[config.mk]
export PLATFORM = sky130hd
export DESIGN_NAME = downlink_frame_validator
export DESIGN_NICKNAME = d
export VERILOG_FILES = /design/src/rtl/core/dfv_pkg.sv /design/src/rtl/core/dfv_byte_stage.sv /design/src/rtl/core/dfv_verdict_stage.sv /design/src/rtl/core/downlink_frame_validator.sv
export SDC_FILE = /design/constraint.sdc
export NUM_CORES = 1
export LEC_CHECK = 0
export ABC_AREA = 1
export BUFFER_PORTS_ARGS = -buffer_cell sky130_fd_sc_hd__buf_2
export CORE_MARGIN = 5
export CORE_UTILIZATION = 30
export DETAILED_ROUTE_END_ITERATION = 10
export PLACE_DENSITY = 0.55
export RECOVER_POWER = 100
export REMOVE_ABC_BUFFERS = 1
export SLEW_MARGIN = 20
export SYNTH_ARGS = -nofsm -noshare
export SYNTH_HDL_FRONTEND = slang
export SYNTH_SLANG_ARGS = --single-unit
[constraint.sdc]
create_clock -name clk -period 7.65 [get_ports clk]
set_input_delay 0.3825 -clock clk [delete_from_list [all_inputs] [get_ports clk]]
set_output_delay 0.3825 -clock clk [all_outputs]
set_load 0.005 [all_outputs]
[src/rtl/core/dfv_pkg.sv]
package dfv_pkg;

  localparam int CNT_W = 7;
  localparam logic [CNT_W-1:0] MAX_FRAME_BYTES = 7'd64;
  localparam logic [CNT_W-1:0] ACK_BYTES = 7'd8;
  localparam logic [CNT_W-1:0] TM_BYTES = 7'd38;

  localparam logic [15:0] CRC_INIT = 16'hFFFF;
  localparam logic [15:0] CRC_POLY = 16'h1021;
  localparam logic [15:0] FRAME_HEADER = 16'hAA55;
  localparam logic [7:0] TM_TYPE = 8'h01;

  localparam int OUT_DATA_W = 72;

  typedef enum logic [2:0] {
    V_ACK_OK      = 3'd0,
    V_ACK_BAD_HDR = 3'd1,
    V_ACK_BAD_SEQ = 3'd2,
    V_ACK_BAD_CRC = 3'd3,
    V_TM_OK       = 3'd4,
    V_TM_BAD_HDR  = 3'd5,
    V_TM_BAD_CRC  = 3'd6,
    V_BAD_LEN     = 3'd7
  } verdict_t;

  // what the byte stage hands over at the end of a frame
  typedef struct packed {
    logic [CNT_W-1:0] length;
    logic [15:0]      crc;
    logic [15:0]      checksum;
    logic [15:0]      header;
    logic [15:0]      seq;
    logic [7:0]       byte_four;
    logic [7:0]       byte_five;
  } frame_sum_t;

  // msb-first, no reflection, no final xor
  function automatic logic [15:0] crc_feed(input logic [15:0] crc, input logic [7:0] b);
    logic [15:0] c;
    c = crc ^ {b, 8'h00};
    for (int i = 0; i < 8; i++) begin
      c = c[15] ? ({c[14:0], 1'b0} ^ CRC_POLY) : {c[14:0], 1'b0};
    end
    return c;
  endfunction

endpackage

[src/rtl/core/dfv_byte_stage.sv]
module dfv_byte_stage (
  input  logic                   clk,
  input  logic                   rst_n,
  input  logic                   in_tvalid,
  output logic                   in_tready,
  input  logic [7:0]             in_tdata,   // data_byte
  input  logic                   in_tlast,   // last_byte
  input  logic                   sum_ready,
  input  logic                   out_full,
  output logic                   sum_valid,
  output dfv_pkg::frame_sum_t    sum
);
  import dfv_pkg::*;

  logic [15:0]      crc_r, crc_nxt;
  logic [CNT_W-1:0] cnt_r, cnt_nxt;
  logic [7:0]       dly0_r, dly1_r;
  logic [15:0]      hdr_r, hdr_nxt;
  logic [15:0]      seq_r, seq_nxt;
  logic [7:0]       b4_r, b4_nxt;
  logic [7:0]       b5_r, b5_nxt;
  logic             sum_valid_r;
  frame_sum_t       sum_r;
  logic             accept;

  // ready decoded from registered state: stall only when both the summary and result slots hold data
  assign in_tready = !(sum_valid_r && out_full);
  assign accept    = in_tvalid && in_tready;
  assign sum_valid = sum_valid_r;
  assign sum       = sum_r;

  always_comb begin
    crc_nxt = (cnt_r >= 7'd2) ? crc_feed(crc_r, dly0_r) : crc_r;
    hdr_nxt = hdr_r;
    seq_nxt = seq_r;
    b4_nxt  = b4_r;
    b5_nxt  = b5_r;
    unique case (cnt_r)
      7'd0:    hdr_nxt = {hdr_r[15:8], in_tdata};
      7'd1:    hdr_nxt = {in_tdata, hdr_r[7:0]};
      7'd2:    seq_nxt = {seq_r[15:8], in_tdata};
      7'd3:    seq_nxt = {in_tdata, seq_r[7:0]};
      7'd4:    b4_nxt  = in_tdata;
      7'd5:    b5_nxt  = in_tdata;
      default: ;
    endcase
    cnt_nxt = (cnt_r < MAX_FRAME_BYTES) ? cnt_r + 7'd1 : cnt_r;
  end

  always_ff @(posedge clk) begin
    if (!rst_n) begin
      crc_r       <= CRC_INIT;
      cnt_r       <= '0;
      dly0_r      <= '0;
      dly1_r      <= '0;
      hdr_r       <= '0;
      seq_r       <= '0;
      b4_r        <= '0;
      b5_r        <= '0;
      sum_valid_r <= 1'b0;
    end else begin
      // a new summary may land in the same cycle the old one moves on
      if (accept && in_tlast) sum_valid_r <= 1'b1;
      else if (sum_valid_r && sum_ready) sum_valid_r <= 1'b0;
      if (accept) begin
        if (in_tlast) begin
          crc_r  <= CRC_INIT;
          cnt_r  <= '0;
          dly0_r <= '0;
          dly1_r <= '0;
          hdr_r  <= '0;
          seq_r  <= '0;
          b4_r   <= '0;
          b5_r   <= '0;
        end else begin
          crc_r  <= crc_nxt;
          cnt_r  <= cnt_nxt;
          dly0_r <= dly1_r;
          dly1_r <= in_tdata;
          hdr_r  <= hdr_nxt;
          seq_r  <= seq_nxt;
          b4_r   <= b4_nxt;
          b5_r   <= b5_nxt;
        end
      end
    end
  end

  // checksum is the two newest bytes, little endian
  always_ff @(posedge clk) begin
    if (accept && in_tlast) begin
      sum_r.length    <= cnt_nxt;
      sum_r.crc       <= crc_nxt;
      sum_r.checksum  <= {in_tdata, dly1_r};
      sum_r.header    <= hdr_nxt;
      sum_r.seq       <= seq_nxt;
      sum_r.byte_four <= b4_nxt;
      sum_r.byte_five <= b5_nxt;
    end
  end

  a_cnt_range: assert property (@(posedge clk) disable iff (!rst_n)
    cnt_r <= MAX_FRAME_BYTES)
    else $error("byte count beyond saturation");

  a_last_clears: assert property (@(posedge clk) disable iff (!rst_n)
    accept && in_tlast |=> cnt_r == '0 && crc_r == CRC_INIT && sum_valid_r)
    else $error("frame state not cleared after last item");

  a_no_overrun: assert property (@(posedge clk) disable iff (!rst_n)
    sum_valid_r && !sum_ready && out_full |-> !in_tready)
    else $error("summary overwritten while held");

endmodule

[src/rtl/core/dfv_verdict_stage.sv]
module dfv_verdict_stage (
  input  logic                            clk,
  input  logic                            rst_n,
  input  logic                            sum_valid,
  input  dfv_pkg::frame_sum_t             sum,
  output logic                            sum_ready,
  output logic                            out_full,
  input  logic [15:0]                     expected_ack_seq,
  output logic                            out_tvalid,
  input  logic                            out_tready,
  // frame_length, frame_seq, cmd_code, ack_status, sys_state,
  // seq_delta, delta_valid, loss_seen, zero fill
  output logic [dfv_pkg::OUT_DATA_W-1:0]  out_tdata,
  output logic [2:0]                      out_tuser   // verdict
);
  import dfv_pkg::*;

  logic        out_valid_r;
  logic [OUT_DATA_W-1:0] data_r, data_nxt;
  verdict_t    verdict_r, verdict_c;
  logic [15:0] prev_seq_r;
  logic        prev_valid_r;
  logic        move;
  logic [7:0]  cmd_c, ast_c, sst_c;
  logic [15:0] delta_c;
  logic        dvalid_c, loss_c;
  logic        crc_ok;

  assign sum_ready  = !out_valid_r || out_tready;
  assign move       = sum_valid && sum_ready;
  assign out_full   = out_valid_r;
  assign out_tvalid = out_valid_r;
  assign out_tdata  = data_r;
  assign out_tuser  = verdict_r;
  assign crc_ok     = sum.crc == sum.checksum;

  always_comb begin
    cmd_c    = '0;
    ast_c    = '0;
    sst_c    = '0;
    delta_c  = '0;
    dvalid_c = 1'b0;
    loss_c   = 1'b0;
    if (sum.length == ACK_BYTES) begin
      cmd_c = sum.byte_four;
      ast_c = sum.byte_five;
      priority if (sum.header != FRAME_HEADER) verdict_c = V_ACK_BAD_HDR;
      else if (sum.seq != expected_ack_seq)    verdict_c = V_ACK_BAD_SEQ;
      else if (!crc_ok)                        verdict_c = V_ACK_BAD_CRC;
      else                                     verdict_c = V_ACK_OK;
    end else if (sum.length == TM_BYTES) begin
      sst_c = sum.byte_five;
      priority if (sum.header != FRAME_HEADER || sum.byte_four != TM_TYPE)
        verdict_c = V_TM_BAD_HDR;
      else if (!crc_ok) verdict_c = V_TM_BAD_CRC;
      else begin
        verdict_c = V_TM_OK;
        if (prev_valid_r) begin
          delta_c  = sum.seq - prev_seq_r;
          dvalid_c = 1'b1;
          loss_c   = delta_c != 16'd1;
        end
      end
    end else begin
      verdict_c = V_BAD_LEN;
    end
    data_nxt = {7'd0, loss_c, dvalid_c, delta_c, sst_c, ast_c, cmd_c, sum.seq, sum.length};
  end

  always_ff @(posedge clk) begin
    if (!rst_n) begin
      out_valid_r  <= 1'b0;
      prev_seq_r   <= '0;
      prev_valid_r <= 1'b0;
    end else begin
      if (move) out_valid_r <= 1'b1;
      else if (out_tready) out_valid_r <= 1'b0;
      if (move && verdict_c == V_TM_OK) begin
        prev_seq_r   <= sum.seq;
        prev_valid_r <= 1'b1;
      end
    end
  end

  always_ff @(posedge clk) begin
    if (move) begin
      data_r    <= data_nxt;
      verdict_r <= verdict_c;
    end
  end

  a_loss_needs_delta: assert property (@(posedge clk) disable iff (!rst_n)
    out_valid_r |-> (!data_r[64] || data_r[63]))
    else $error("loss flag without a valid delta");

  a_delta_only_tm_ok: assert property (@(posedge clk) disable iff (!rst_n)
    out_valid_r && data_r[63] |-> verdict_r == V_TM_OK)
    else $error("delta reported on a frame other than good telemetry");

  a_prev_tracks: assert property (@(posedge clk) disable iff (!rst_n)
    move && verdict_c == V_TM_OK |=> prev_valid_r && prev_seq_r == $past(sum.seq))
    else $error("previous telemetry sequence not updated");

endmodule

[src/rtl/core/downlink_frame_validator.sv]
// the byte stage registers a frame's summary, then the verdict stage its result
// throughput: one byte per cycle; ready drops only while a summary and a result
//   both wait, even when the output takes the result in that cycle
// reset: synchronous active-low rst_n clears frame state, crc to all ones,
//   the expected ack sequence and the telemetry history; no clearing pass
module downlink_frame_validator (
  input  logic                           clk,
  input  logic                           rst_n,
  input  logic                           in_tvalid,
  output logic                           in_tready,
  input  logic [7:0]                     in_tdata,   // data_byte
  input  logic                           in_tlast,   // last_byte
  output logic                           out_tvalid,
  input  logic                           out_tready,
  // frame_length, frame_seq, cmd_code, ack_status, sys_state,
  // seq_delta, delta_valid, loss_seen, zero fill
  output logic [dfv_pkg::OUT_DATA_W-1:0] out_tdata,
  output logic [2:0]                     out_tuser,  // verdict
  input  logic                           cfg_valid,
  output logic                           cfg_ready,
  input  logic [15:0]                    cfg_data    // expected_ack_seq
);
  import dfv_pkg::*;

  logic [15:0] exp_seq_r;
  logic        sum_valid, sum_ready, out_full;
  frame_sum_t  sum;

  assign cfg_ready = 1'b1;

  always_ff @(posedge clk) begin
    if (!rst_n) begin
      exp_seq_r <= '0;
    end else if (cfg_valid && cfg_ready) begin
      exp_seq_r <= cfg_data;
    end
  end

  dfv_byte_stage u_byte (
    .clk       (clk),
    .rst_n     (rst_n),
    .in_tvalid (in_tvalid),
    .in_tready (in_tready),
    .in_tdata  (in_tdata),
    .in_tlast  (in_tlast),
    .sum_ready (sum_ready),
    .out_full  (out_full),
    .sum_valid (sum_valid),
    .sum       (sum)
  );

  dfv_verdict_stage u_verdict (
    .clk              (clk),
    .rst_n            (rst_n),
    .sum_valid        (sum_valid),
    .sum              (sum),
    .sum_ready        (sum_ready),
    .out_full         (out_full),
    .expected_ack_seq (exp_seq_r),
    .out_tvalid       (out_tvalid),
    .out_tready       (out_tready),
    .out_tdata        (out_tdata),
    .out_tuser        (out_tuser)
  );

endmodule
* Word level (Yosys, flattened, before mapping)
Cells that the tools add are included.
** Operators by class
- Magnitude comparators :: 2
- Eq/ne operators :: 13
- Add/subtract/negate cells :: 2
- Bitwise logic cells :: 12
- Reduce and logical (&&, ||, !) cells :: 15
- Muxes and demuxes :: 34
** Operators with widths (number)
- 13-bit 2-to-1 mux :: 8
- 16-bit 2-to-1 mux :: 4
- 16-bit case mux with 2 select lines :: 2
- 8-bit 2-to-1 mux :: 6
- 3-bit NOT :: 8
- 16-bit == test :: 1
- 16-bit by 1-bit != test with 1-bit output, second input constant :: 1
- 16-bit != test :: 1
- 16-bit != test, second input constant :: 1
- 16-bit subtractor :: 1
- 16-bit bitwise XOR :: 1
- 3-bit 2-to-1 mux :: 5
- 7-bit by 2-bit == test with 1-bit output, second input constant :: 2
- 7-bit by 3-bit == test with 1-bit output, second input constant :: 2
- 7-bit 2-to-1 mux :: 2
- 8-bit by 1-bit != test with 1-bit output, second input constant :: 1
- 7-bit by 1-bit adder with 7-bit output, second input constant :: 1
- 7-bit by 1-bit == test with 1-bit output, second input constant :: 1
- 7-bit by 4-bit == test with 1-bit output, second input constant :: 1
- 7-bit by 6-bit == test with 1-bit output, second input constant :: 1
- 7-bit by 2-bit greater-or-equal comparator with 1-bit output, second input constant :: 1
- 7-bit zero test :: 1
- 7-bit less-than comparator, second input constant :: 1
- 1-bit logical AND :: 5
- 10 further kinds :: 20
** Storage, ports and cells
- Input port bits :: 30
- Register bits :: 277
- Output and inout port bits :: 78
- Logic and storage cells :: 104

* Depth between registers and ports, before layout
Gate-level depths: netlist of run 1.
- Word-level depth :: 19
- Gate-level depth with buffers :: 16
- Gate-level depth less buffers :: 16

* Hierarchy
A second synthesis of run 1 with hierarchy kept.
** Second synthesis, totals
- Cell total of the unflattened synthesis :: 1562
- Area, all modules :: 12938.7 um^2
** Modules (own cells, without submodules)
- dfv_byte_stage :: sequential area each 4374.2 um^2, cells each 792, instances 1, area an instance 7143.1 um^2
- dfv_verdict_stage :: sequential area each 2402.3 um^2, cells each 667, instances 1, area an instance 5109.9 um^2
- downlink_frame_validator :: sequential area each 320.3 um^2, cells each 103, instances 1, area an instance 685.7 um^2

* Worst setup path before layout of run 1
Ideal clock, no wire load.
- Path kind :: register -> register
- Start point :: register u_verdict.out_valid_r (netlist: u_verdict.out_full)
- End point :: register u_byte.crc_r[10]
- Period minus slack after synthesis :: 5.289 ns
- Slack :: 2.361 ns
- Library setup time :: 0.059 ns
- Arrival time :: 5.230 ns
- Cell stages (with the launch flop) :: 9
- Buffers on the path :: 1
- Cells stage by stage :: dfxtp_1 nand2_1 nand2_1 nor2_1 inv_1 nand2_1 clkbuf_1 a21oi_1 nand2_1
** Between the ends
- Word-level cells in the longest chain between the ends :: 3
** Ends and longest elaborated chain
- start: declaration :: line dfv_verdict_stage.sv:18 : logic out_valid_r;
- start signal: assignment :: line dfv_verdict_stage.sv:72 : out_valid_r <= 1'b0;
- start signal: assignment :: line dfv_verdict_stage.sv:76 : if (move) out_valid_r <= 1'b1;
- start signal: assignment :: line dfv_verdict_stage.sv:77 : else if (out_tready) out_valid_r <= 1'b0;
- 1-bit logical AND :: line dfv_byte_stage.sv:27 : assign in_tready = !(sum_valid_r && out_full);
- 1-bit zero test :: line dfv_byte_stage.sv:27
- net in_tready :: line downlink_frame_validator.sv:10 : output logic in_tready,
- 1-bit logical AND :: line dfv_byte_stage.sv:28 : assign accept = in_tvalid && in_tready;
- end signal: assignment :: line dfv_byte_stage.sv:76 : crc_r <= crc_nxt;
- end: declaration :: line dfv_byte_stage.sv:15 : logic [15:0] crc_r, crc_nxt;
The timed path passes the listed nets, and every way through them passes these cells.
A chain may end at the register's enable or synchronous reset.

* Final worst setup path of run 1
- Start point :: register u_verdict.out_valid_r (netlist: u_verdict.out_full)
- End point :: register u_byte.sum_r (netlist bit u_byte.sum[20]), enable pin
** Between the ends
- Word-level cells in the longest chain between the ends :: 4
** Ends and longest elaborated chain
- 1-bit logical AND :: line dfv_byte_stage.sv:27
- 1-bit zero test :: line dfv_byte_stage.sv:27
- 1-bit logical AND :: line dfv_byte_stage.sv:28
- 1-bit logical AND :: line dfv_byte_stage.sv:91 : if (accept && in_tlast) begin
- end: declaration :: line dfv_byte_stage.sv:23 : frame_sum_t sum_r;
No other way between the ends.

==> results of run 1 <==
[metrics by stage]
stage	util, %	instances
after global placement	32.79	2023
after global routing	35.04	2081
after detailed placement	32.79	2023
after CTS	35.36	2081
final	35.04	2081
after floorplan	-	1384
[tightest hold or removal path, stage by stage]
cell	delay, ps
buf_2	80
nor2_1	30
nor2_1	80
[how the worst max path moves through the flow]
stage,endpoint,slack (ps),cells past startpoint
5_1_grt,u_byte.sum[21]$_DFFE_PP_,3530,5
3_3_place_gp,u_byte.crc_r[0]$_SDFFE_PN1P_,5080,9
3_5_place_dp,u_byte.crc_r[0]$_SDFFE_PN1P_,5030,9
2_1_floorplan,u_byte.crc_r[0]$_SDFFE_PN1P_,960,7
6_report,u_byte.sum[20]$_DFFE_PP_,3900,5
4_1_cts,u_byte.crc_r[1]$_SDFFE_PN1P_,5090,9
[routing by layer]
metal | wire length, um | up-vias | GRT usage (%)
li1 | - | 4815 | -
met1 | 14530 | 4383 | 18.58
met2 | 14030 | 229 | 21.80
met3 | 1603 | 60 | 2.057
met4 | 908 | 0 | 4.276
met5 | 0 | - | 0
[power breakdown]
part	internal, uW	switching (uW)
clock network	936	595
registers	1620	28.0
logic	59.9	143
total	2610	767
[layout make-up]
type                    count  area (um^2)  area share, %
well taps                 532        665.6          4.652
multi-input cells         926         4338          30.32
repair buffers            107        479.2          3.349
clock inverters            14        203.9          1.425
flip-flops and latches    277         7097          49.60
inverters                 181        679.4          4.749
clock buffers              44        844.6          5.903
[layout by cell type (no fill, tap or decap), types with 2 or more instances in the layout]
cell type  netlist  routed
a31oi_1          4       4
clkbuf_1        38      64
clkbuf_16        0      31
ha_1            19      19
conb_1           2       8
inv_2            3       2
a21oi_1        106     107
nand3_1         45      45
o22ai_1         10      10
nor2_4           1       2
nor2_1         157     156
buf_2            7      47
xor2_1          14      14
o21ai_1         27       2
clkinv_1         0       2
nand2_1        392     391
clkinv_2         0       4
clkbuf_8         0       2
buf_1            2       2
nand4_1         15      18
nand3b_1         4       4
o211ai_1         3       3
bufinv_16        0       5
inv_6            0       2
a22oi_1          2       2
nor3_1           7       9
edfxtp_1       155     155
inv_1          178     179
xnor2_1         23      23
or2_2            5       5
o21ai_0         69      94
dfxtp_1        122     122
buf_4            9       5
[cells by family (layout without fill, tap and decap cells)]
logic type / count (synthesis) / after routing / share of synthesized area (%)
DFF: 277 / 277 / 57.33
and+or+nand+nor: 633 / 633 / 20.76
AOI/OAI and AO/OA: 228 / 228 / 9.622
other: 2 / 8 / 0.06067
xor gates and xnor gates: 37 / 37 / 2.618
buffers and inverters: 237 / 346 / 7.530
adders and majority gates: 20 / 20 / 2.082
[sequential cells by signal, indices dropped and copies added (netlist names)]
signal	flops
u_byte.seq_r	16
u_verdict.prev_valid_r	1
u_byte.hdr_r	16
u_byte.b4_r	8
u_byte.cnt_r	7
u_byte.dly1_r	8
u_verdict.out_tuser	3
u_byte.b5_r	8
u_verdict.out_full	1
exp_seq_r	16
u_verdict.out_tdata	65
u_byte.sum	87
u_byte.sum_valid	1
u_byte.crc_r	16
u_verdict.prev_seq_r	16
u_byte.dly0_r	8
[Yosys cell counts (all sizes together) (10+ instances only)]
| cell type | count | share of area (%) |
|---|---|---|
| nand2 | 392 | 12 |
| inv | 181 | 5.5 |
| nor2 | 158 | 4.9 |
| edfxtp | 155 | 38 |
| dfxtp | 122 | 20 |
| a21oi | 108 | 4.4 |
| o21ai | 96 | 3.9 |
| nand3 | 45 | 1.8 |
| clkbuf | 38 | 1.2 |
| xnor2 | 23 | 1.6 |
| ha | 19 | 1.9 |
| buf | 18 | 0.89 |
| nand4 | 18 | 1.1 |
| xor2 | 14 | 0.99 |
| o22ai | 10 | 0.51 |
==> flow_metrics.py, run 1 <==
metrics = {
    "layout": {
        "diodes": 0,
        "drive_above_1_share_pct": 6.972,
        "final_net_count": 1574,
        "fillCellCount": 4161,
        "area_delta_synth_final_pct": 15.58,
        "fin_area_um2": 14310,
    },
    "place": {
        "io_buffers": 99,
        "post-place-ws_ps": 5033,
        "hpwl_um": 21390,
        "gp_congestion": 0.8374,
        "placed_area_um2": 13390,
    },
    "worst_setup_path": {
        "critPathTopFamily": "buffers and inverters",
        "crit_type": "flip-flop to flip-flop",
        "r2r-end": "u_byte.sum[20]$_DFFE_PP_",
        "cp-start-kind": "flip-flop",
        "r2r-start": "u_verdict.out_full$_SDFFE_PN0P_",
        "crit_chain": "nand2_1, nand2_2, clkbuf_1, nor2_4, clkbuf_1",
        "crit_arrival_ps": 3880,
        "cp_common_cell": "clkbuf_1",
        "cp-end-kind": "flip-flop",
        "slowest_delay_ps": 1660,
        "rr_worst_depth": 5,
        "worstPathRequired_ps": 7780,
        "crit_path_start": "u_verdict.out_full$_SDFFE_PN0P_",
        "cp_max_fo": 41,
        "slowest_stage": "clkbuf_1",
        "cp_num_buf_inv": 2,
        "r2r_slack_ps": 3900,
    },
    "timing": {
        "period_share_pct": 49.05,
        "setup_ws_ps": 3898,
        "maxSlewHeadroom_pct": -54.10,
        "finalSetupTns_ps": 0,
        "fmax_mhz": 266.5,
        "setup_viol": 0,
        "skew_ps": 20.41,
        "holdWs_ps": 45.96,
        "fin_crit_ps": 3752,
        "maxSlewViolCount": 125,
        "hold_violations": 0,
        "rsz0062_at_grt": "false",
        "worstMarginPinSlew_ps": 2312,
    },
    "synthesis": {
        "syn_avg_cell_area_um2": 8.633,
        "synth_area_um2": 12380,
        "synth_edf_count": 155,
        "synth_cell_type_count": 39,
        "ys_seq_area_share_pct": 57.33,
        "synth_cells": 1434,
        "yosysWarningCount": 0,
        "synthArstFlopShare_pct": 0,
        "synth_seq_cells": 277,
        "synthFlopType": "edfxtp_1",
    },
    "clocking": {
        "clkTransAtPathRegs_ps": 60,
        "cts-htree-levels": 1,
        "cts.sinks": 277,
        "post_cts_buffers": 0,
        "ctsResizeCount": 0,
        "cts_tree": "done",
        "cts_buffers": 31,
        "clockBufferDepth": 3,
        "clockRootBuffer": "clkbuf_16",
        "ctsHoldBuffers": 0,
        "clk_latency_ps": 570,
    },
    "global_route": {
        "grt_first_pass_wirelength_um": 49070,
        "grt_antenna_before_repair": 0,
        "grt_pass1_vias": 9102,
        "grt_overflow": 0,
        "grt_start_max_net_pins": 71,
        "grt_usage_pct": 13.44,
    },
    "power_and_ir_drop": {
        "irDropWorstVdd_mv": 0.1590,
        "power_uw": 3380,
        "cellLeakagePower_uw": 0.005639,
        "p_per_area_nw_per_um2": 236.2,
    },
    "floorplanning": {
        "die_w_um": 213.1,
        "die_y_um": 213.1,
        "io_pins": 108,
        "core_um2": 40830,
        "rows": 74,
        "start_util_pct": 30.32,
        "die_area_um2": 45430,
    },
    "routing": {
        "drc": 0,
        "detail-route-antenna-nets": 0,
        "drt_wl_total_um": 31080,
        "drtPass1Iterations": 5,
        "wl_per_cell_um": 14.94,
        "via_per_inst": 4.559,
        "vias": 9487,
        "drtIter0Drc": 601,
    },
    "run_status": {
        "status": "finished, violations left",
        "violations": "capacitance limit, slew limit",
    },
    "hold_path": {
        "hold_depth": 3,
        "hp-class": "input port to flip-flop",
        "hold_end": "exp_seq_r[12]$_SDFFE_PN0P_",
        "hp-start": "cfg_data[12]",
    },
    "run": {
        "cap_violations": 3,
    },
}
(Power assumes the default switching activity.)
==> inputs of run 2 (changes only) <==
==> constraint.sdc (replaced) <==
create_clock -name clk -period 3.85 [get_ports clk]
set_input_delay 0.1925 -clock clk [delete_from_list [all_inputs] [get_ports clk]]
set_output_delay 0.1925 -clock clk [all_outputs]
set_load 0.005 [all_outputs]
==> run 2 against run 1 <==
The run still ends with capacitance limit, slew limit left. Final cell count rose by 1.2%. Fmax rose by 22%. Worst setup slack got worse by 3100 ps. Sequential power rose by 98%. Flip-flop and latch count did not move. Global-route usage rose by 0.096 points. Clock power rose by 82%. Hold slack got worse by 4.8 ps. Critical endpoint is now u_byte.seq_r[11]$_SDFFE_PN0P_.
==> flow_metrics.py, run 2 (synthesis results as in run 1) <==
metrics = {
    "run_status": {
        "status": "finished, violations left",
        "violations": "capacitance limit, slew limit",
    },
    "timing": {
        "worstMarginPinSlew_ps": 1544,
        "maxSlewViolCount": 44,
        "finalSetupTns_ps": 0,
        "period_share_pct": 79.79,
        "fmax_mhz": 325.5,
        "skew_ps": 23.10,
        "maxSlewHeadroom_pct": -3.055,
        "setup_viol": 0,
        "fin_crit_ps": 3072,
        "rsz0062_at_grt": "false",
        "hold_violations": 0,
    },
    "routing": {
        "drtPass1Iterations": 5,
        "drt_wl_total_um": 31740,
        "detail-route-antenna-nets": 0,
        "drc": 0,
        "drtIter0Drc": 706,
        "wl_per_cell_um": 15.06,
        "vias": 9714,
        "via_per_inst": 4.610,
    },
    "clocking": {
        "clkTransAtPathRegs_ps": 60,
        "ctsHoldBuffers": 25,
        "cts_tree": "done",
        "clockRootBuffer": "clkbuf_16",
        "post_cts_buffers": 0,
        "cts.sinks": 277,
        "clockBufferDepth": 3,
        "ctsResizeCount": 0,
        "cts-htree-levels": 1,
        "cts_buffers": 31,
        "clk_latency_ps": 570,
    },
    "layout": {
        "drive_above_1_share_pct": 7.052,
        "fillCellCount": 4194,
        "largest_reg_flops": 87,
        "mostFrequentLayoutCells": "nand2_1, inv_1, nor2_1, edfxtp_1, dfxtp_1",
        "final_net_count": 1600,
        "final_common_cell": "nand2_1",
        "area_delta_synth_final_pct": 16.98,
        "final_cells": 2107,
    },
    "global_route": {
        "grt_antenna_before_repair": 0,
        "grt_start_max_net_pins": 59,
        "grt_usage_pct": 13.54,
        "grt_overflow": 0,
        "grt_pass1_vias": 9110,
        "grt_first_pass_wirelength_um": 49160,
    },
    "place": {
        "dp.cells": 2024,
        "hpwl_um": 21960,
        "gp_congestion": 0.8282,
        "io_buffers": 99,
    },
    "floorplanning": {
        "die_area_um2": 45430,
        "io_pins": 108,
        "core_um2": 40830,
        "die_w_um": 213.1,
        "die_y_um": 213.1,
        "rows": 74,
        "start_util_pct": 30.32,
    },
    "power_and_ir_drop": {
        "irDropWorstVdd_mv": 0.2236,
        "cellLeakagePower_uw": 0.005712,
        "p_per_area_nw_per_um2": 447.5,
    },
    "worst_setup_path": {
        "worstPathRequired_ps": 4220,
        "crit_type": "flip-flop to flip-flop",
        "crit_arrival_ps": 3440,
        "cp_max_fo": 9,
        "cp-end-kind": "flip-flop",
        "cp-start-kind": "flip-flop",
    },
    "run": {
        "cap_violations": 1,
    },
    "hold_path": {
        "hp-class": "input port to flip-flop",
    },
}
[run 2: through the flow]
step / hold WS [ps] / setup WS, ps / util [%] / power, uW / area (um^2)
final: 41.16 / 778.3 / 35.47 / 6480 / 14480
after global placement: 410.5 / 1358 / 32.81 / 3739 / 13400
after CTS: 9.696 / 1368 / 35.78 / 6581 / 14610
after floorplan: 291.4 / -2840 / - / 3579 / 12150
after detailed placement: 416.7 / 1375 / 32.81 / 3746 / 13400
after global routing: 39.46 / 584.8 / 35.46 / 6759 / 14480
[run 2: metal layers]
| layer | wire length, um | up-vias | part of all wire [%] | track usage (%) |
|---|---|---|---|---|
| met4 | 715 | 0 | 2.3 | 3.268 |
| met2 | 14940 | 206 | 47 | 22.97 |
| li1 | - | 4869 | - | - |
| met1 | 14510 | 4591 | 46 | 18.08 |
| met3 | 1569 | 48 | 4.9 | 2.424 |
| met5 | 0 | - | 0 | 0 |
[run 2: layout make-up]
cell class | count | area, um^2 | area share (%)
Antenna cell | 1 | 2.502 | 0.01728
Clock buffer | 41 | 854.6 | 5.901
Clock inverter | 16 | 108.9 | 0.7517
Inverter | 181 | 679.4 | 4.692
Multi-Input combinational cell | 926 | 4342 | 29.98
Sequential cell | 277 | 7097 | 49.01
Tap cell | 532 | 665.6 | 4.597
Timing Repair Buffer | 133 | 732.0 | 5.054
[run 2: report_power, final]
| part | switching [uW] | leakage, uW | internal (uW) | total, uW |
|---|---|---|---|---|
| logic | 288 | 0.00282 | 135 | 423 |
| clock network | 1170 | 0.000474 | 1620 | 2790 |
| registers | 54.2 | 0.00242 | 3210 | 3270 |
[run 2: final timing paths]
| check | from | end | slack, ps | cells after the start |
|---|---|---|---|---|
| max | u_byte.cnt_r[4]$_SDFFE_PN0P_ | u_byte.seq_r[11]$_SDFFE_PN0P_ | 780 | 6 |
| min | in_tlast | u_byte.dly0_r[3]$_SDFFE_PN0P_ | 40 | 4 |
| max reg2reg | u_byte.cnt_r[4]$_SDFFE_PN0P_ | u_byte.seq_r[11]$_SDFFE_PN0P_ | 780 | 6 |
| min reg2reg | u_byte.dly1_r[4]$_SDFFE_PN0P_ | u_byte.sum[52]$_DFFE_PP_ | 460 | 0 |
[run 2: critical path: stages (launching register included)]
cell and delay, ps:
dfxtp_1 350, nor3_1 740, nand4_2 520, a21oi_1 910, o22ai_1 190, nand2_1 110
a21oi_1 80
